File: src/design/bdq_pkg.sv
// Package for the bounded deque with search: command and status codes,
// sequencer states, field types and the result struct.
// No dependencies.
package bdq_pkg;

	localparam int CMD_W   = 3;
	localparam int VALUE_W = 32;
	localparam int POS_W   = 8;
	localparam int COUNT_W = 5;

	typedef logic [CMD_W-1:0]          cmd_field_t;
	typedef logic signed [VALUE_W-1:0] value_t;
	typedef logic [POS_W-1:0]          pos_t;
	typedef logic [COUNT_W-1:0]        count_field_t;

	typedef enum logic [CMD_W-1:0] {
		CMD_PUSH_FRONT = 3'd0,
		CMD_PUSH_BACK  = 3'd1,
		CMD_POP_FRONT  = 3'd2,
		CMD_POP_BACK   = 3'd3,
		CMD_REPLACE    = 3'd4,
		CMD_SEARCH     = 3'd5
	} cmd_t;

	typedef enum logic [1:0] {
		ST_OK     = 2'd0,
		ST_EMPTY  = 2'd1,
		ST_FULL   = 2'd2,
		ST_BADPOS = 2'd3
	} status_t;

	typedef enum logic [1:0] {
		S_IDLE,
		S_EXEC,
		S_SEARCH,
		S_DONE
	} state_t;

	typedef struct packed {
		status_t      status;
		logic         found;
		count_field_t entry_count;
	} result_t;

endpackage

File: src/design/bdq_if.sv
// Valid/ready channel interfaces for the deque: command in, result out.
// Depends on bdq_pkg.
interface bdq_req_if;
	logic                valid;
	logic                ready;
	bdq_pkg::cmd_field_t cmd;
	bdq_pkg::value_t     value;
	bdq_pkg::pos_t       position;

	modport source (output valid, cmd, value, position, input ready);
	modport sink   (input valid, cmd, value, position, output ready);
endinterface

interface bdq_rsp_if;
	logic                  valid;
	logic                  ready;
	bdq_pkg::status_t      status;
	logic                  found;
	bdq_pkg::count_field_t entry_count;

	modport source (output valid, status, found, entry_count, input ready);
	modport sink   (input valid, status, found, entry_count, output ready);
endinterface

File: src/design/bdq_mem.sv
// Entry storage: one write port, one read port with registered read data.
// Depends on bdq_pkg.
module bdq_mem #(
	parameter int DEPTH = 16,
	localparam int AW = $clog2(DEPTH)
) (
	input  logic            clk,
	input  logic            we,
	input  logic [AW-1:0]   waddr,
	input  bdq_pkg::value_t wdata,
	input  logic            re,
	input  logic [AW-1:0]   raddr,
	output bdq_pkg::value_t rdata
);

	bdq_pkg::value_t mem [DEPTH];

	always_ff @(posedge clk) begin
		if (we) begin
			mem[waddr] <= wdata;
		end
		if (re) begin
			rdata <= mem[raddr];
		end
	end

endmodule

File: src/design/bdq_seq.sv
// Command sequencer: head/count pointers, shared slot adder and the one
// comparator that walks the entries for a search.
// Depends on bdq_pkg and bdq_if.
module bdq_seq #(
	parameter int DEPTH = 16,
	localparam int AW = $clog2(DEPTH)
) (
	input  logic             clk,
	input  logic             arst_n,
	bdq_req_if.sink          req,
	output logic             mem_we,
	output logic [AW-1:0]    mem_waddr,
	output bdq_pkg::value_t  mem_wdata,
	output logic             mem_re,
	output logic [AW-1:0]    mem_raddr,
	input  bdq_pkg::value_t  mem_rdata,
	output logic             res_valid,
	output bdq_pkg::result_t res,
	input  logic             res_take
);

	localparam int CW = $clog2(DEPTH + 1);
	localparam int SW = AW + 1;
	localparam int PW = bdq_pkg::POS_W;
	localparam int MW = (CW > PW) ? CW : PW;

	bdq_pkg::state_t     state_q, state_d;
	bdq_pkg::cmd_field_t cmd_q;
	bdq_pkg::value_t     value_q;
	bdq_pkg::pos_t       pos_q;
	logic [AW-1:0]       head_q;
	logic [CW-1:0]       count_q;
	logic [AW-1:0]       ptr_q;
	logic [CW-1:0]       rem_q;
	logic                pend_s1;
	bdq_pkg::status_t    status_q;
	logic                found_q;

	logic                full, empty, pos_bad, hit;
	logic [AW-1:0]       head_dec, head_inc, ptr_inc, off, slot;
	logic [SW-1:0]       sum;
	bdq_pkg::status_t    exec_status;

	assign full     = (count_q == CW'(DEPTH));
	assign empty    = (count_q == '0);
	assign pos_bad  = (pos_q == '0) || (MW'(pos_q) > MW'(count_q));
	assign hit      = pend_s1 && (mem_rdata == value_q);
	assign head_dec = (head_q == '0) ? AW'(DEPTH - 1) : head_q - AW'(1);
	assign head_inc = (head_q == AW'(DEPTH - 1)) ? '0 : head_q + AW'(1);
	assign ptr_inc  = (ptr_q == AW'(DEPTH - 1)) ? '0 : ptr_q + AW'(1);

	// shared slot adder: head + offset, wrapped once
	assign off  = (cmd_q == bdq_pkg::CMD_REPLACE) ? AW'(pos_q - bdq_pkg::pos_t'(1))
	                                              : AW'(count_q);
	assign sum  = {1'b0, head_q} + {1'b0, off};
	assign slot = (sum >= SW'(DEPTH)) ? AW'(sum - SW'(DEPTH)) : sum[AW-1:0];

	always_comb begin
		case (cmd_q)
			bdq_pkg::CMD_PUSH_FRONT,
			bdq_pkg::CMD_PUSH_BACK:  exec_status = full ? bdq_pkg::ST_FULL : bdq_pkg::ST_OK;
			bdq_pkg::CMD_POP_FRONT,
			bdq_pkg::CMD_POP_BACK,
			bdq_pkg::CMD_SEARCH:     exec_status = empty ? bdq_pkg::ST_EMPTY : bdq_pkg::ST_OK;
			bdq_pkg::CMD_REPLACE: begin
				if (empty) begin
					exec_status = bdq_pkg::ST_EMPTY;
				end else if (pos_bad) begin
					exec_status = bdq_pkg::ST_BADPOS;
				end else begin
					exec_status = bdq_pkg::ST_OK;
				end
			end
			default:                 exec_status = bdq_pkg::ST_OK;
		endcase
	end

	// next state
	always_comb begin
		state_d = state_q;
		case (state_q)
			bdq_pkg::S_IDLE: begin
				if (req.valid) begin
					state_d = bdq_pkg::S_EXEC;
				end
			end
			bdq_pkg::S_EXEC: begin
				if (cmd_q == bdq_pkg::CMD_SEARCH && !empty) begin
					state_d = bdq_pkg::S_SEARCH;
				end else begin
					state_d = bdq_pkg::S_DONE;
				end
			end
			bdq_pkg::S_SEARCH: begin
				if (hit || (rem_q == '0 && !pend_s1)) begin
					state_d = bdq_pkg::S_DONE;
				end
			end
			bdq_pkg::S_DONE: begin
				if (res_take) begin
					state_d = bdq_pkg::S_IDLE;
				end
			end
			default: state_d = bdq_pkg::S_IDLE;
		endcase
	end

	// outputs
	always_comb begin
		req.ready = 1'b0;
		mem_we    = 1'b0;
		mem_re    = 1'b0;
		res_valid = 1'b0;
		case (state_q)
			bdq_pkg::S_IDLE: req.ready = 1'b1;
			bdq_pkg::S_EXEC: begin
				case (cmd_q)
					bdq_pkg::CMD_PUSH_FRONT,
					bdq_pkg::CMD_PUSH_BACK: mem_we = !full;
					bdq_pkg::CMD_REPLACE:   mem_we = !empty && !pos_bad;
					default:                mem_we = 1'b0;
				endcase
			end
			bdq_pkg::S_SEARCH: mem_re = !hit && (rem_q != '0);
			bdq_pkg::S_DONE:   res_valid = 1'b1;
			default: ;
		endcase
	end

	assign mem_waddr = (cmd_q == bdq_pkg::CMD_PUSH_FRONT) ? head_dec : slot;
	assign mem_wdata = value_q;
	assign mem_raddr = ptr_q;

	assign res.status      = status_q;
	assign res.found       = found_q;
	assign res.entry_count = bdq_pkg::COUNT_W'(count_q);

	always_ff @(posedge clk or negedge arst_n) begin
		if (!arst_n) begin
			state_q <= bdq_pkg::S_IDLE;
			head_q  <= '0;
			count_q <= '0;
			pend_s1 <= 1'b0;
		end else begin
			state_q <= state_d;
			pend_s1 <= (state_q == bdq_pkg::S_SEARCH) && mem_re;
			if (state_q == bdq_pkg::S_EXEC) begin
				case (cmd_q)
					bdq_pkg::CMD_PUSH_FRONT: begin
						if (!full) begin
							head_q  <= head_dec;
							count_q <= count_q + CW'(1);
						end
					end
					bdq_pkg::CMD_PUSH_BACK: begin
						if (!full) begin
							count_q <= count_q + CW'(1);
						end
					end
					bdq_pkg::CMD_POP_FRONT: begin
						if (!empty) begin
							head_q  <= head_inc;
							count_q <= count_q - CW'(1);
						end
					end
					bdq_pkg::CMD_POP_BACK: begin
						if (!empty) begin
							count_q <= count_q - CW'(1);
						end
					end
					default: ;
				endcase
			end
		end
	end

	always_ff @(posedge clk) begin
		case (state_q)
			bdq_pkg::S_IDLE: begin
				if (req.valid) begin
					cmd_q   <= req.cmd;
					value_q <= req.value;
					pos_q   <= req.position;
				end
			end
			bdq_pkg::S_EXEC: begin
				status_q <= exec_status;
				found_q  <= 1'b0;
				ptr_q    <= head_q;
				rem_q    <= count_q;
			end
			bdq_pkg::S_SEARCH: begin
				if (mem_re) begin
					ptr_q <= ptr_inc;
					rem_q <= rem_q - CW'(1);
				end
				if (hit) begin
					found_q <= 1'b1;
				end
			end
			default: ;
		endcase
	end

endmodule

File: src/design/bounded_deque_with_search.sv
// Bounded deque of signed 32-bit values with linear search.
// Push, pop, replace and ignored codes: the command is registered, run in EXEC
// and held in DONE until the output register takes the result. Search: SEARCH
// walks the entries until a hit or the last one, the single comparator reading
// one entry per cycle from the entry memory. Commands are taken only in IDLE.
// Reset empties the deque; entry contents are undefined until written.
module bounded_deque_with_search #(
	parameter int DEPTH = 16
) (
	input  logic      clk,
	input  logic      arst_n,
	bdq_req_if.sink   req,
	bdq_rsp_if.source rsp
);

	localparam int AW = $clog2(DEPTH);

	logic             mem_we, mem_re;
	logic [AW-1:0]    mem_waddr, mem_raddr;
	bdq_pkg::value_t  mem_wdata, mem_rdata;
	logic             res_valid, res_take;
	bdq_pkg::result_t res;
	logic             rsp_valid_q;
	bdq_pkg::result_t rsp_q;

	bdq_seq #(.DEPTH(DEPTH)) u_seq (
		.clk       (clk),
		.arst_n    (arst_n),
		.req       (req),
		.mem_we    (mem_we),
		.mem_waddr (mem_waddr),
		.mem_wdata (mem_wdata),
		.mem_re    (mem_re),
		.mem_raddr (mem_raddr),
		.mem_rdata (mem_rdata),
		.res_valid (res_valid),
		.res       (res),
		.res_take  (res_take)
	);

	bdq_mem #(.DEPTH(DEPTH)) u_mem (
		.clk   (clk),
		.we    (mem_we),
		.waddr (mem_waddr),
		.wdata (mem_wdata),
		.re    (mem_re),
		.raddr (mem_raddr),
		.rdata (mem_rdata)
	);

	// output register: loads when empty or when its beat leaves this cycle
	assign res_take = res_valid && (!rsp_valid_q || rsp.ready);

	always_ff @(posedge clk or negedge arst_n) begin
		if (!arst_n) begin
			rsp_valid_q <= 1'b0;
		end else if (res_take) begin
			rsp_valid_q <= 1'b1;
		end else if (rsp.ready) begin
			rsp_valid_q <= 1'b0;
		end
	end

	always_ff @(posedge clk) begin
		if (res_take) begin
			rsp_q <= res;
		end
	end

	assign rsp.valid       = rsp_valid_q;
	assign rsp.status      = rsp_q.status;
	assign rsp.found       = rsp_q.found;
	assign rsp.entry_count = rsp_q.entry_count;

endmodule

File: src/flat_wrapper.sv
// flat-port wrapper written by rule: the top's interface ports become plain ports
module bounded_deque_with_search_flat 
#(
	parameter int DEPTH = 16
)
  (clk, arst_n, req_valid, req_cmd, req_value, req_position, req_ready, rsp_valid, rsp_status, rsp_found, rsp_entry_count, rsp_ready);
  bdq_req_if req_i ();
  bdq_rsp_if rsp_i ();
  input  logic clk;
  input  logic arst_n;
  input wire logic [$bits(req_i.valid)-1:0] req_valid;
  input wire logic [$bits(req_i.cmd)-1:0] req_cmd;
  input wire logic [$bits(req_i.value)-1:0] req_value;
  input wire logic [$bits(req_i.position)-1:0] req_position;
  output wire logic [$bits(req_i.ready)-1:0] req_ready;
  output wire logic [$bits(rsp_i.valid)-1:0] rsp_valid;
  output wire logic [$bits(rsp_i.status)-1:0] rsp_status;
  output wire logic [$bits(rsp_i.found)-1:0] rsp_found;
  output wire logic [$bits(rsp_i.entry_count)-1:0] rsp_entry_count;
  input wire logic [$bits(rsp_i.ready)-1:0] rsp_ready;
  assign req_i.valid = req_valid;
  assign req_i.cmd = req_cmd;
  assign req_i.value = req_value;
  assign req_i.position = req_position;
  assign req_ready = req_i.ready;
  assign rsp_valid = rsp_i.valid;
  assign rsp_status = rsp_i.status;
  assign rsp_found = rsp_i.found;
  assign rsp_entry_count = rsp_i.entry_count;
  assign rsp_i.ready = rsp_ready;
  bounded_deque_with_search #(.DEPTH(DEPTH)) u_core (.clk(clk), .arst_n(arst_n), .req(req_i), .rsp(rsp_i));
endmodule
File: config.mk
export PLATFORM = sky130hd
export DESIGN_NAME = bounded_deque_with_search_flat
export DESIGN_NICKNAME = d
export VERILOG_FILES = /design/src/design/bdq_pkg.sv /design/src/design/bdq_if.sv /design/src/design/bdq_mem.sv /design/src/design/bdq_seq.sv /design/src/design/bounded_deque_with_search.sv /design/src/flat_wrapper.sv
export SDC_FILE = /design/constraint.sdc
export NUM_CORES = 1
export LEC_CHECK = 0
export BUFFER_PORTS_ARGS = -buffer_cell sky130_fd_sc_hd__buf_2
export CORE_ASPECT_RATIO = 0.5
export CORE_MARGIN = 1
export CORE_UTILIZATION = 60
export CTS_BUF_LIST = sky130_fd_sc_hd__clkbuf_16
export CTS_CLUSTER_SIZE = 30
export DETAILED_ROUTE_END_ITERATION = 10
export PLACE_DENSITY = 0.77
export RECOVER_POWER = 25
export SLEW_MARGIN = 40
export SYNTH_ARGS = -nofsm -noshare
export SYNTH_HDL_FRONTEND = slang
export SYNTH_SLANG_ARGS = --single-unit
File: constraint.sdc
create_clock -name clk -period 11.43 [get_ports clk]
set_input_delay 1.7145 -clock clk [delete_from_list [all_inputs] [get_ports clk]]
set_output_delay 1.7145 -clock clk [all_outputs]
set_load 0.02 [all_outputs]
==> flow_summary.json <==
{
  "path_clk_slew_ps": 70,
  "numPortBuffers": 56,
  "synthCells": 1349,
  "endpoint_kind": "flop",
  "wl_per_cell_microns": 26.7,
  "period_needed_ps": 4130,
  "remaining_drc_errors": 0,
  "rsz0062_at_grt": "false",
  "grt.met3_usage_pct": 5.19,
  "routabilityCongestion": 0.887,
  "drive_gt1_share_pct": 19.2,
  "gr-usage-met1_pct": 39.1,
  "hold_path.class": "reg -> reg",
  "die_h_microns": 145,
  "startpoint_type": "flop",
  "synth_area_leaders": "edfxtp_1 74%, mux4_2 5.9%, mux2i_1 4.4%",
  "synth_edf_count": 607,
  "yosysMostFrequentCell": "edfxtp_1",
  "ys_seq_area_share_pct": 75.5,
  "pwr-share-comb_pct": 29.6,
  "start_util_pct": 62.0,
  "grt_pass1_vias": 13300,
  "hold_violations": 0,
  "cts_setup_buffers": 0,
  "ys.flop_type": "edfxtp_1",
  "power_frac_clock_pct": 25.7,
  "grt.overflow.total": 0,
  "pre_cts_ws_ps": 7340,
  "finalNonFillerCells": 2001,
  "syn-mean-instance-area_sq_um": 18.2,
  "numCtsBuffers": 51,
  "startpoint": "u_core.u_seq.cmd_q[1]",
  "grtUsageTotal_pct": 26.3,
  "synth_top_area_share_pct": 74.1,
  "ys_warn_count": 0,
  "cts_hold_buf": 0,
  "finalPower_w": 0.00679,
  "routed_via_density": 6.53,
  "p_int_w": 0.00458,
  "maxCapViolations": 0,
  "r2r-start": "u_core.u_seq.cmd_q[1]",
  "syn-num-nets": 1421,
  "drt-pass1-iter-count": 5,
  "ys_types": 55,
  "n_antenna_cell": 0,
  "grt_max_degree": 69,
  "p_seq_share_pct": 44.7,
  "slew_violations": 0,
  "async_flop_share_pct": 2.10,
  "routed-via-count": 13100,
  "cts.sinks": 620,
  "p_leak_nw": 9.20,
  "p_sw_w": 0.00221,
  "endpoint": "u_core.u_mem.mem[2][15]",
  "antenna_found_initial": 0,
  "path_class": "reg -> reg",
  "routed_wl_mm": 53.5,
  "power_per_cell_area_nw_per_um2": 248,
  "worst_pin_slew_ps": 961,
  "synth_area_sq_um": 24600,
  "pin_count": 57,
  "gr-max-usage-layer": "met2",
  "met2_usage_pct": 41.2,
  "clockRootBuffer": "clkbuf_16",
  "place_inst": 1908,
  "drtIter0Drc": 1825,
  "rows": 51,
  "reg2reg_slack_ps": 7300,
  "switching_share_pct": 32.5,
  "fin_nets": 1503,
  "clk_latency_ps": 590,
  "cts_resized": 0,
  "crit_arrival_ps": 4390,
  "synth_seq_cells": 620,
  "grt_pass1_wl_mm": 81.3,
  "htreeDepth": 2,
  "dp_hpwl_mm": 29.5,
  "synth_common_cells": "607 x edfxtp_1, 107 x mux2i_1, 75 x nand2_1",
  "cts_buffer_depth": 3,
  "path_max_fanout": 20,
  "fmax_mhz": 242,
  "setup_viol": 0,
  "fin_crit_sh_pct": 36.2,
  "slew_headroom_pct": 35.9,
  "status": "completed",
  "syn_to_final_growth_pct": 11.3,
  "r2r_end": "u_core.u_mem.mem[2][15]",
  "cts_tree": "built",
  "rr_worst_depth": 10,
  "die-area_sq_um": 41800,
  "crit_required_ps": 11680,
  "die-width_microns": 288,
  "setup_slack_ps": 7300,
  "vdd_drop_max_mv": 0.191,
  "core_area_sq_um": 39600,
  "skew_ps": 25.4,
  "yosysTopAreaCell": "edfxtp_1",
  "ant_nets": 0,
  "setup_tns_ps": 0
}
routing by layer:
layer	up-vias	routed length (microns)
met5	-	0
met3	61	5090
li1	5540	-
met2	722	25500
met4	0	706
met1	6741	22100
how the worst min path moves through the flow:
| stage | cells past startpoint | end | startpoint |
|---|---|---|---|
| 3_5_place_dp | 0 | u_core.rsp.status[0] | u_core.u_seq.status_q[0] |
| 4_1_cts | 0 | u_core.rsp.status[0] | u_core.u_seq.status_q[0] |
| 2_1_floorplan | 0 | u_core.rsp.found | u_core.u_seq.found_q |
| 5_1_grt | 0 | u_core.rsp.found | u_core.u_seq.found_q |
| 6_report | 0 | u_core.rsp.found | u_core.u_seq.found_q |
| 3_3_place_gp | 0 | u_core.rsp.found | u_core.u_seq.found_q |
layout make-up:
class | instances | area (sq um)
Clock inverter | 40 | 319
Multi-Input combinational cell | 642 | 5800
Clock buffer | 53 | 1330
Fill cell | 2359 | 12300
Timing Repair Buffer | 93 | 619
Sequential cell | 620 | 18600
Inverter | 23 | 86.3
Tap cell | 530 | 663
power groups by stage:
stage               registers, W  clock network (W)  logic (W)
floorplan                0.00303                  0    0.00140
global placement         0.00306                  0    0.00188
detailed placement       0.00308                  0    0.00199
CTS                      0.00303            0.00176    0.00200
global route             0.00306            0.00184    0.00217
finish                   0.00303            0.00174    0.00201
critical path, cell delays in order, from the launching register on:
cell	delay [ps]
edfxtp_1	510
nor2_1	240
and2_1	300
nor2_1	60
a21oi_1	200
inv_1	80
fa_1	440
mux2i_1	520
nand2_1	330
nor3_4	690
buf_4	430
through the flow:
stage / cell area [sq um] / hold slack (ps) / util (%)
after detailed placement: 25700 / 408 / 64.9
after floorplan: 24600 / 400 / -
final: 27400 / 441 / 69.1
after global placement: 25600 / 413 / 64.7
after CTS: 27400 / 438 / 69.1
after global routing: 27400 / 448 / 69.1
layout by cell type, fill, tap and decap left out, types with 6 or more instances in the layout:
cell	synthesis	final
clkinv_1	0	13
dfrtp_1	13	13
inv_1	23	28
nand2_1	75	74
buf_4	2	24
mux2i_1	107	107
mux4_2	64	64
clkbuf_1	34	6
a221oi_1	32	32
a22oi_1	32	32
clkinv_2	0	11
a21oi_1	54	53
edfxtp_1	607	607
clkbuf_16	0	53
o21ai_0	74	73
nor3_2	1	11
nor2_1	21	19
xor2_1	22	22
mux2_2	24	24
ha_1	23	23
nand2b_1	11	11
buf_2	26	56
xnor2_1	24	24
flip-flops by register name (all words and copies together) (netlist names):
name                    cells
u_core.u_seq.state_q        2
u_core.u_seq.mem_wdata     32
u_core.u_seq.count_q        5
u_core.u_mem.rdata         32
u_core.u_seq.pend_s1        1
u_core.rsp.found            1
u_core.u_seq.mem_raddr      4
u_core.u_seq.found_q        1
u_core.u_seq.cmd_q          3
u_core.u_seq.rem_q          5
u_core.rsp.status           2
u_core.u_mem.mem          512
u_core.rsp.entry_count      5
u_core.rsp.valid            1
u_core.u_seq.head_q         4
u_core.u_seq.status_q       2
u_core.u_seq.pos_q          8
logic make-up after synthesis:
logic type	share of synthesized area [%]
xor gates and xnor gates	1.80
AOI/OAI and AO/OA	5.53
DFF	75.5
adders and majority gates	1.33
and+or+nand+nor	2.99
muxes	11.4
buffers and inverters	1.49
Note: power is estimated with default switching activity, not from simulation.
